[config.mk]
export PLATFORM = sky130hd
export DESIGN_NAME = ps2_mouse_packet_tracker
export DESIGN_NICKNAME = d
export VERILOG_FILES = /design/src/sv/ps2mpt_pkg.sv /design/src/sv/ps2mpt_front.sv /design/src/sv/ps2mpt_queue.sv /design/src/sv/ps2mpt_back.sv /design/src/sv/ps2_mouse_packet_tracker.sv
export SDC_FILE = /design/constraint.sdc
export NUM_CORES = 1
export LEC_CHECK = 0
export ABC_AREA = 1
export BUFFER_PORTS_ARGS = -buffer_cell sky130_fd_sc_hd__buf_2
export CAP_MARGIN = 20
export CORE_UTILIZATION = 40
export DETAILED_ROUTE_END_ITERATION = 10
export MAX_ROUTING_LAYER = met4
export PLACE_DENSITY = 0.54
export SETUP_SLACK_MARGIN = 0.1
export SLEW_MARGIN = 20
export SYNTH_ARGS = -nofsm -noshare
export SYNTH_HDL_FRONTEND = slang
export SYNTH_SLANG_ARGS = --single-unit
[constraint.sdc]
create_clock -name clk_i -period 19.26 [get_ports clk_i]
set_input_delay 1.926 -clock clk_i [delete_from_list [all_inputs] [get_ports clk_i]]
set_output_delay 1.926 -clock clk_i [all_outputs]
set_load 0.005 [all_outputs]
[src/sv/ps2mpt_pkg.sv]
`timescale 1ns / 1ps
`default_nettype none

package ps2mpt_pkg;

  // Command codes on the input tuser field
  typedef enum logic [1:0] {
    FUNC_BYTE    = 2'd0,
    FUNC_POLL    = 2'd1,
    FUNC_RECLAMP = 2'd2,
    FUNC_GET     = 2'd3
  } func_e;

  // Work handed from the front end to the back end
  typedef enum logic [1:0] {
    CMD_MOVE    = 2'd0,
    CMD_POLL    = 2'd1,
    CMD_RECLAMP = 2'd2,
    CMD_GET     = 2'd3
  } cmd_e;

  typedef struct packed {
    cmd_e       kind;
    logic [7:0] dx;
    logic [7:0] dy;
    logic [2:0] btn;
  } cmd_t;

  typedef struct packed {
    logic signed [31:0] min_x;
    logic signed [31:0] min_y;
    logic signed [31:0] max_x;
    logic signed [31:0] max_y;
  } bounds_t;

  typedef struct packed {
    logic full;
    logic empty;
  } q_status_t;

  typedef struct packed {
    logic poll_fire;
    logic result_fire;
    logic dirty;
  } back_status_t;

  // Controller status and packet byte bits
  localparam int unsigned ST_FULL_BIT = 0;
  localparam int unsigned ST_AUX_BIT  = 5;
  localparam int unsigned SYNC_BIT    = 3;
  localparam logic [7:0]  OVF_MASK    = 8'hC0;
  localparam logic [2:0]  BTN_MASK    = 3'h7;

  // Configuration register indexes
  localparam logic [7:0] CFG_MIN_X = 8'd0;
  localparam logic [7:0] CFG_MIN_Y = 8'd1;
  localparam logic [7:0] CFG_MAX_X = 8'd2;
  localparam logic [7:0] CFG_MAX_Y = 8'd3;

  localparam int unsigned IN_DATA_W  = 16;
  localparam int unsigned OUT_DATA_W = 136;

endpackage

`default_nettype wire

[src/sv/ps2mpt_front.sv]
`timescale 1ns / 1ps
`default_nettype none

module ps2mpt_front (
  input  wire logic                               clk_i,
  input  wire logic                               rst_ni,
  input  wire logic                               in_valid_i,
  output logic                                    in_ready_o,
  input  wire logic [ps2mpt_pkg::IN_DATA_W-1:0]   in_data_i,
  input  wire logic [1:0]                         in_func_i,
  input  wire logic                               q_ready_i,
  output logic                                    push_o,
  output ps2mpt_pkg::cmd_t                        push_cmd_o
);

  logic [1:0] idx_q, idx_d;
  logic [7:0] held0_q, held0_d;
  logic [7:0] held1_q, held1_d;

  logic       accept;
  logic [7:0] status;
  logic [7:0] dbyte;
  logic       for_mouse;
  logic       emit;
  ps2mpt_pkg::func_e func;

  assign in_ready_o = q_ready_i;
  assign accept     = in_valid_i && q_ready_i;
  assign status     = in_data_i[7:0];
  assign dbyte      = in_data_i[15:8];
  assign func       = ps2mpt_pkg::func_e'(in_func_i);
  assign for_mouse  = status[ps2mpt_pkg::ST_FULL_BIT] && status[ps2mpt_pkg::ST_AUX_BIT];

  always_comb begin
    idx_d   = idx_q;
    held0_d = held0_q;
    held1_d = held1_q;
    emit    = 1'b0;
    push_cmd_o.kind = ps2mpt_pkg::CMD_MOVE;
    push_cmd_o.dx   = held1_q;
    push_cmd_o.dy   = dbyte;
    push_cmd_o.btn  = held0_q[2:0] & ps2mpt_pkg::BTN_MASK;
    case (func)
      ps2mpt_pkg::FUNC_BYTE: begin
        if (for_mouse) begin
          if (idx_q == 2'd0) begin
            // resync: drop a first byte without the sync bit
            if (dbyte[ps2mpt_pkg::SYNC_BIT]) begin
              held0_d = dbyte;
              idx_d   = 2'd1;
            end
          end else if (idx_q == 2'd1) begin
            held1_d = dbyte;
            idx_d   = 2'd2;
          end else begin
            idx_d = 2'd0;
            emit  = (held0_q & ps2mpt_pkg::OVF_MASK) == 8'h00;
          end
        end
      end
      ps2mpt_pkg::FUNC_POLL: begin
        emit = 1'b1;
        push_cmd_o.kind = ps2mpt_pkg::CMD_POLL;
      end
      ps2mpt_pkg::FUNC_RECLAMP: begin
        emit = 1'b1;
        push_cmd_o.kind = ps2mpt_pkg::CMD_RECLAMP;
      end
      ps2mpt_pkg::FUNC_GET: begin
        emit = 1'b1;
        push_cmd_o.kind = ps2mpt_pkg::CMD_GET;
      end
      default: begin
        emit = 1'b0;
      end
    endcase
  end

  assign push_o = accept && emit;

  always_ff @(posedge clk_i or negedge rst_ni) begin
    if (!rst_ni) begin
      idx_q <= 2'd0;
    end else if (accept) begin
      idx_q <= idx_d;
    end
  end

  always_ff @(posedge clk_i) begin
    if (accept) begin
      held0_q <= held0_d;
      held1_q <= held1_d;
    end
  end

endmodule

`default_nettype wire

[src/sv/ps2mpt_queue.sv]
`timescale 1ns / 1ps
`default_nettype none

module ps2mpt_queue #(
  parameter int unsigned DEPTH = 2
) (
  input  wire logic                  clk_i,
  input  wire logic                  rst_ni,
  input  wire logic                  push_i,
  input  wire ps2mpt_pkg::cmd_t      push_cmd_i,
  input  wire logic                  pop_i,
  output ps2mpt_pkg::cmd_t           head_o,
  output ps2mpt_pkg::q_status_t      status_o
);

  localparam int unsigned PTR_W = (DEPTH > 1) ? $clog2(DEPTH) : 1;
  localparam int unsigned CNT_W = $clog2(DEPTH + 1);
  localparam logic [PTR_W-1:0] LAST = PTR_W'(DEPTH - 1);
  localparam logic [CNT_W-1:0] FULL = CNT_W'(DEPTH);

  ps2mpt_pkg::cmd_t slot_q [DEPTH];
  logic [PTR_W-1:0] wr_q, wr_d, rd_q, rd_d;
  logic [CNT_W-1:0] cnt_q, cnt_d;
  logic             do_push, do_pop;

  assign status_o.full  = cnt_q == FULL;
  assign status_o.empty = cnt_q == '0;
  assign do_push = push_i && !status_o.full;
  assign do_pop  = pop_i && !status_o.empty;
  assign head_o  = slot_q[rd_q];

  always_comb begin
    wr_d  = do_push ? ((wr_q == LAST) ? '0 : wr_q + 1'b1) : wr_q;
    rd_d  = do_pop  ? ((rd_q == LAST) ? '0 : rd_q + 1'b1) : rd_q;
    cnt_d = cnt_q;
    if (do_push && !do_pop) begin
      cnt_d = cnt_q + 1'b1;
    end else if (do_pop && !do_push) begin
      cnt_d = cnt_q - 1'b1;
    end
  end

  always_ff @(posedge clk_i or negedge rst_ni) begin
    if (!rst_ni) begin
      wr_q  <= '0;
      rd_q  <= '0;
      cnt_q <= '0;
    end else begin
      wr_q  <= wr_d;
      rd_q  <= rd_d;
      cnt_q <= cnt_d;
    end
  end

  always_ff @(posedge clk_i) begin
    if (do_push) begin
      slot_q[wr_q] <= push_cmd_i;
    end
  end

endmodule

`default_nettype wire

[src/sv/ps2mpt_back.sv]
`timescale 1ns / 1ps
`default_nettype none

module ps2mpt_back #(
  parameter int unsigned POS_WIDTH = 32
) (
  input  wire logic                                clk_i,
  input  wire logic                                rst_ni,
  input  wire logic                                cmd_valid_i,
  input  wire ps2mpt_pkg::cmd_t                    cmd_i,
  output logic                                     pop_o,
  input  wire ps2mpt_pkg::bounds_t                 bounds_i,
  output logic                                     out_valid_o,
  input  wire logic                                out_ready_i,
  output logic [ps2mpt_pkg::OUT_DATA_W-1:0]        out_data_o,
  output ps2mpt_pkg::back_status_t                 status_o
);

  localparam int unsigned WW = 34;
  localparam logic signed [WW-1:0] PMAX = WW'((64'sd1 <<< (POS_WIDTH - 1)) - 64'sd1);
  localparam logic signed [WW-1:0] PMIN = -PMAX - WW'(1);

  logic signed [POS_WIDTH-1:0] cx_q, cx_d, cy_q, cy_d;
  logic [31:0] adx_q, adx_d, ady_q, ady_d;
  logic [2:0]  btn_q, btn_d;
  logic        dirty_q, dirty_d;
  logic        ovalid_q, ovalid_d;
  logic [ps2mpt_pkg::OUT_DATA_W-1:0] odata_q;

  logic        needs_out, fire, fire_out;
  logic signed [WW-1:0] dx_w, dy_w, vx, vy;
  logic signed [POS_WIDTH-1:0] fx, fy;
  logic signed [31:0] px32, py32;

  function automatic logic signed [POS_WIDTH-1:0] fit(input logic signed [WW-1:0] v,
                                                      input logic signed [31:0] lo32,
                                                      input logic signed [31:0] hi32);
    logic signed [WW-1:0] lo, hi, c;
    lo = WW'(lo32);
    hi = WW'(hi32);
    c  = v;
    if (hi >= lo) begin
      if (v < lo) begin
        c = lo;
      end else if (v > hi) begin
        c = hi;
      end
    end
    if (c < PMIN) begin
      c = PMIN;
    end else if (c > PMAX) begin
      c = PMAX;
    end
    return c[POS_WIDTH-1:0];
  endfunction

  assign needs_out = (cmd_i.kind == ps2mpt_pkg::CMD_POLL) || (cmd_i.kind == ps2mpt_pkg::CMD_GET);
  assign fire      = cmd_valid_i && (!needs_out || !ovalid_q || out_ready_i);
  assign fire_out  = fire && needs_out;
  assign pop_o     = fire;

  assign dx_w = WW'(signed'(cmd_i.dx));
  assign dy_w = WW'(signed'(cmd_i.dy));

  // Move adds dx and subtracts dy; reclamp refits the cursor as it stands
  assign vx = (cmd_i.kind == ps2mpt_pkg::CMD_MOVE) ? WW'(cx_q) + dx_w : WW'(cx_q);
  assign vy = (cmd_i.kind == ps2mpt_pkg::CMD_MOVE) ? WW'(cy_q) - dy_w : WW'(cy_q);
  assign fx = fit(vx, bounds_i.min_x, bounds_i.max_x);
  assign fy = fit(vy, bounds_i.min_y, bounds_i.max_y);

  assign px32 = 32'(cx_q);
  assign py32 = 32'(cy_q);

  always_comb begin
    cx_d    = cx_q;
    cy_d    = cy_q;
    adx_d   = adx_q;
    ady_d   = ady_q;
    btn_d   = btn_q;
    dirty_d = dirty_q;
    if (fire) begin
      case (cmd_i.kind)
        ps2mpt_pkg::CMD_MOVE: begin
          cx_d    = fx;
          cy_d    = fy;
          adx_d   = adx_q + 32'(signed'(cmd_i.dx));
          ady_d   = ady_q - 32'(signed'(cmd_i.dy));
          btn_d   = cmd_i.btn;
          dirty_d = 1'b1;
        end
        ps2mpt_pkg::CMD_RECLAMP: begin
          cx_d = fx;
          cy_d = fy;
        end
        ps2mpt_pkg::CMD_POLL: begin
          adx_d   = '0;
          ady_d   = '0;
          dirty_d = 1'b0;
        end
        default: begin
          dirty_d = dirty_q;
        end
      endcase
    end
  end

  always_comb begin
    ovalid_d = ovalid_q;
    if (fire_out) begin
      ovalid_d = 1'b1;
    end else if (out_ready_i) begin
      ovalid_d = 1'b0;
    end
  end

  always_ff @(posedge clk_i or negedge rst_ni) begin
    if (!rst_ni) begin
      cx_q     <= '0;
      cy_q     <= '0;
      adx_q    <= '0;
      ady_q    <= '0;
      btn_q    <= '0;
      dirty_q  <= 1'b0;
      ovalid_q <= 1'b0;
    end else begin
      cx_q     <= cx_d;
      cy_q     <= cy_d;
      adx_q    <= adx_d;
      ady_q    <= ady_d;
      btn_q    <= btn_d;
      dirty_q  <= dirty_d;
      ovalid_q <= ovalid_d;
    end
  end

  always_ff @(posedge clk_i) begin
    if (fire_out) begin
      odata_q <= {4'b0000, dirty_q, btn_q, ady_q, adx_q, py32, px32};
    end
  end

  assign out_valid_o          = ovalid_q;
  assign out_data_o           = odata_q;
  assign status_o.poll_fire   = fire && (cmd_i.kind == ps2mpt_pkg::CMD_POLL);
  assign status_o.result_fire = fire_out;
  assign status_o.dirty       = dirty_q;

endmodule

`default_nettype wire

[src/sv/ps2_mouse_packet_tracker.sv]
`timescale 1ns / 1ps
`default_nettype none

// Channel        Dir  Handshake                   Payload
// s_axis         in   s_axis_tvalid/tready        tdata: ctrl_status, data_byte; tuser: func
// m_axis         out  m_axis_tvalid/tready        tdata: pos_x .. had_motion
// cfg            in   cfg_valid_i/cfg_ready_o     cfg_index_i, cfg_data_i
//
// One item per cycle is taken in while the queue has room.
// A result for an accepted poll or get reaches m_axis through the command queue
// and then the output register.
// Reset clears all control and tracker state at once; there is no clearing pass.
// A stalled m_axis holds the back end only for poll and get; the queue absorbs
// the front end until it fills, then s_axis_tready drops.

module ps2_mouse_packet_tracker #(
  parameter int unsigned POS_WIDTH   = 32,
  parameter int unsigned QUEUE_DEPTH = 2
) (
  input  wire logic          clk_i,
  input  wire logic          rst_ni,
  input  wire logic          s_axis_tvalid,
  output logic               s_axis_tready,
  input  wire logic [15:0]   s_axis_tdata,   // [7:0] ctrl_status, [15:8] data_byte
  input  wire logic [1:0]    s_axis_tuser,   // [1:0] func
  output logic               m_axis_tvalid,
  input  wire logic          m_axis_tready,
  // [31:0] pos_x, [63:32] pos_y, [95:64] delta_x_sum, [127:96] delta_y_sum,
  // [130:128] button_bits, [131] had_motion, [135:132] zero
  output logic [135:0]       m_axis_tdata,
  input  wire logic          cfg_valid_i,
  output logic               cfg_ready_o,
  input  wire logic [7:0]    cfg_index_i,
  input  wire logic [31:0]   cfg_data_i
);

  ps2mpt_pkg::bounds_t      bounds_q;
  ps2mpt_pkg::cmd_t         push_cmd, head_cmd;
  ps2mpt_pkg::q_status_t    q_st;
  ps2mpt_pkg::back_status_t back_st;
  logic                     push, pop;

  // Bound registers; writes always complete, unknown indexes drop silently
  assign cfg_ready_o = 1'b1;

  always_ff @(posedge clk_i or negedge rst_ni) begin
    if (!rst_ni) begin
      bounds_q.min_x <= 32'sd0;
      bounds_q.min_y <= 32'sd0;
      bounds_q.max_x <= -32'sd1;
      bounds_q.max_y <= -32'sd1;
    end else if (cfg_valid_i) begin
      case (cfg_index_i)
        ps2mpt_pkg::CFG_MIN_X: bounds_q.min_x <= cfg_data_i;
        ps2mpt_pkg::CFG_MIN_Y: bounds_q.min_y <= cfg_data_i;
        ps2mpt_pkg::CFG_MAX_X: bounds_q.max_x <= cfg_data_i;
        ps2mpt_pkg::CFG_MAX_Y: bounds_q.max_y <= cfg_data_i;
        default: begin
          bounds_q <= bounds_q;
        end
      endcase
    end
  end

  // Front end: filter controller bytes, assemble packets, classify commands
  ps2mpt_front u_front (
    .clk_i      (clk_i),
    .rst_ni     (rst_ni),
    .in_valid_i (s_axis_tvalid),
    .in_ready_o (s_axis_tready),
    .in_data_i  (s_axis_tdata),
    .in_func_i  (s_axis_tuser),
    .q_ready_i  (!q_st.full),
    .push_o     (push),
    .push_cmd_o (push_cmd)
  );

  // Short queue decouples packet assembly from cursor update
  ps2mpt_queue #(
    .DEPTH (QUEUE_DEPTH)
  ) u_queue (
    .clk_i      (clk_i),
    .rst_ni     (rst_ni),
    .push_i     (push),
    .push_cmd_i (push_cmd),
    .pop_i      (pop),
    .head_o     (head_cmd),
    .status_o   (q_st)
  );

  // Back end: move, clamp, accumulate, and answer poll and get
  ps2mpt_back #(
    .POS_WIDTH (POS_WIDTH)
  ) u_back (
    .clk_i       (clk_i),
    .rst_ni      (rst_ni),
    .cmd_valid_i (!q_st.empty),
    .cmd_i       (head_cmd),
    .pop_o       (pop),
    .bounds_i    (bounds_q),
    .out_valid_o (m_axis_tvalid),
    .out_ready_i (m_axis_tready),
    .out_data_o  (m_axis_tdata),
    .status_o    (back_st)
  );

  // A new result is only loaded when the output register is free or draining
  a_result_slot_free: assert property (@(posedge clk_i) disable iff (!rst_ni)
    back_st.result_fire |-> (!m_axis_tvalid || m_axis_tready))
    else $error("result loaded over a held output item");

  // A poll clears the motion flag for the next cycle
  a_poll_clears_dirty: assert property (@(posedge clk_i) disable iff (!rst_ni)
    back_st.poll_fire |=> !back_st.dirty)
    else $error("dirty flag survived a poll");

  // Queue is never full and empty together
  a_queue_consistent: assert property (@(posedge clk_i) disable iff (!rst_ni)
    !(q_st.full && q_st.empty))
    else $error("queue status inconsistent");

  // The back end never pops an empty queue
  a_no_pop_empty: assert property (@(posedge clk_i) disable iff (!rst_ni)
    pop |-> !q_st.empty)
    else $error("pop from empty queue");

endmodule

`default_nettype wire

==> impl_metrics.toml <==
[synth]
ys_types = 59
post-synth-top-count-cell = "nand2_1"
synthTopCellsByArea = "edfxtp_1 18%, dfrtp_1 17%, nand2_1 15%, ha_1 13%, o21ai_0 5.9%"
synthTopCellsByCount = "1240 x nand2_1, 474 x inv_1, 361 x o21ai_0"
synth_top_area_share = 0.183
synth.avg_cell_area_um2 = 7.73
netlist_instances = 3965
synth_top_area_cell = "edfxtp_1"
ys_async_sr_fraction = 0.588
ys_ff_latch = 454
synth-main-ff-cell = "dfrtp_1"
ys.warnings.count = 0
seq_area_frac_synth = 0.404
syn_area_um2 = 30700
synth-edff-count = 187

[floorplanning]
std_cell_rows = 101
die_height_um = 279
die_area_um2 = 77700
die_w_um = 279
core_area_um2 = 75800
start_util = 0.404
io_pins = 202

[placement]
dp_slack_ns = 10.91
port-buffer-count = 190
dp_hpwl_um = 66500
place_congestion = 0.926
dp_cells = 5042
place_area_um2 = 32500

[layout]
nNetsFinal = 4509
area_growth_pct = 12.2
drive_above_1_share = 0.0991
final_area_um2 = 34400
stdcell_count = 5146

[sta]
setup_tns_ns = 0
slew_viol_final = 0
period_minus_slack_ns = 8.44
clock_skew_ns = 0.0329
post-route-worst-setup-slack_ns = 10.82
max_clock_freq_mhz = 118
rsz0062_at_grt = "false"
setup_viol = 0
max-slew-margin-rel = 0.310
hold_violations = 0
post-route-period-util = 0.438
worst_pin_slew_ns = 1.03

[routing]
antenna_left = 0
routed_via_density = 5.08
drc = 0
wire_per_inst_um = 16.8
routed_wl_um = 86500
vias = 26100
drt-pass1-iter-count = 6
drtIter0Drc = 1647

[worst_setup_path]
arrival_ns = 8.96
cpMostUsedCell = "nand2_1"
cp_slowest_stage_delay_ns = 0.72
end_kind = "flip-flop"
crit_required_ns = 19.77
crit_path_max_fanout = 32
start_kind = "flip-flop"
critPathSlowestCell = "inv_1"
worstSetupPathType = "reg2reg"

[clock_network]
cts_resized = 0
cts_setup_buffers = 0
cts_buffers = 54
clock_latency_ns = 0.63
clk_pin_slew_ns = 0.06
numClockSinks = 454
cts_hold_buf = 0
root_buffer = "clkbuf_16"
cts.path.max_buffers = 3
htreeDepth = 2
cts_tree = "yes"

[run]
cap_violations = 0

[worst_hold_path]
hold_path.class = "reg2reg"

[global_routing]
track_usage = 0.228
grt_pass1_vias = 24400
grt_pass1_wl_um = 136000
antenna_found_initial = 4
grt_max_degree = 157
overflow = 0

[status]
status = "completed"
[final timing paths]
check / start / endpoint / slack [ns] / cells after the start
worst max-delay path: u_queue.rd_q / u_back.cx_q[0] / 10.82 / 38
worst min-delay path: u_front.held1_q[7] / u_queue.slot_q[1][18] / 0.43 / 0
worst max register to register: u_queue.rd_q / u_back.cx_q[0] / 10.82 / 38
worst min register to register: u_front.held1_q[7] / u_queue.slot_q[1][18] / 0.43 / 0
max in group asynchronous: rst_ni / bounds_q[75] / 16.47 / 2
min in group asynchronous: rst_ni / u_back.ady_q[31] / 1.41 / 1
[flip-flops by register name, summed over array words and instances (netlist names)]
register and count:
u_back.dirty_q 1, u_front.held0_q 5, u_back.cy_q 32, u_queue.wr_q 1, u_queue.rd_q 1, u_front.held1_q 8
u_back.cx_q 32, u_queue.cnt_q 2, u_front.idx_q 2, u_back.out_valid_o 1, u_back.ady_q 32, u_back.out_data_o 132
u_queue.slot_q 42, u_back.btn_q 3, bounds_q 128, u_back.adx_q 32
[metrics by stage]
step	utilization	hold slack (ns)
after floorplan	-	0.421
after global placement	0.429	0.423
after detailed placement	0.429	0.432
after CTS	0.453	0.438
after global routing	0.453	0.449
final	0.453	0.434
[placed cells by master (no fill, tap or decap), types with 6 or more instances in the layout]
cell / instances
nand2_1: 1235
inv_1: 472
o21ai_0: 361
ha_1: 322
a21oi_1: 272
nor2_1: 249
dfrtp_1: 203
buf_2: 189
edfxtp_1: 187
nand3_1: 157
dfstp_2: 64
clkbuf_16: 54
nand4_1: 38
o211ai_1: 27
xnor2_1: 26
xor2_1: 24
or2_2: 17
nor3_1: 17
buf_4: 16
o21a_1: 14
o21bai_1: 14
clkinv_2: 14
o21ai_1: 12
a31oi_1: 11
nand3b_1: 10
a21o_1: 10
nor4_1: 9
inv_2: 7
a211oi_1: 7
clkinv_1: 7
a22o_1: 7
bufinv_16: 7
clkbuf_1: 7
nand2_2: 6
o22ai_1: 6
[kinds of logic after synthesis]
family          synth area share
simple gates               0.232
compound gates             0.137
buf+inv                   0.0761
flops                      0.404
fa+ha+maj                  0.134
xor+xnor                  0.0143
mux                      0.00196
other cells             0.000245
[critical path: cells and delay by family, from the launching register on]
| family | cells | cell delay (ns) |
|---|---|---|
| flops | 1 | 0.36 |
| simple gates | 28 | 4.59 |
| xor+xnor | 1 | 0.18 |
| buf+inv | 4 | 1.66 |
| fa+ha+maj | 2 | 0.59 |
| compound gates | 3 | 0.88 |
[layer usage]
| metal | global-route usage | routed length (um) | vias to the layer above |
|---|---|---|---|
| li1 | - | - | 13500 |
| met1 | 0.311 | 41400 | 12100 |
| met2 | 0.366 | 39800 | 481 |
| met3 | 0.0241 | 3360 | 107 |
| met4 | 0.0541 | 1830 | 0 |
| met5 | - | 0 | - |
[final cells by class]
type / instances / area, um^2
clock buffer: 64 / 1420
tap: 978 / 1220
fill: 7766 / 41400
inverter: 482 / 1810
timing repair buffer: 207 / 1100
sequential: 454 / 12400
clock inverter: 38 / 445
antenna: 2 / 5.00
multi-input combinational: 2921 / 16000
Power is left out: the tool's default activity adds up to more than one toggle a clock period on the data nets, which glitch-free logic cannot reach.
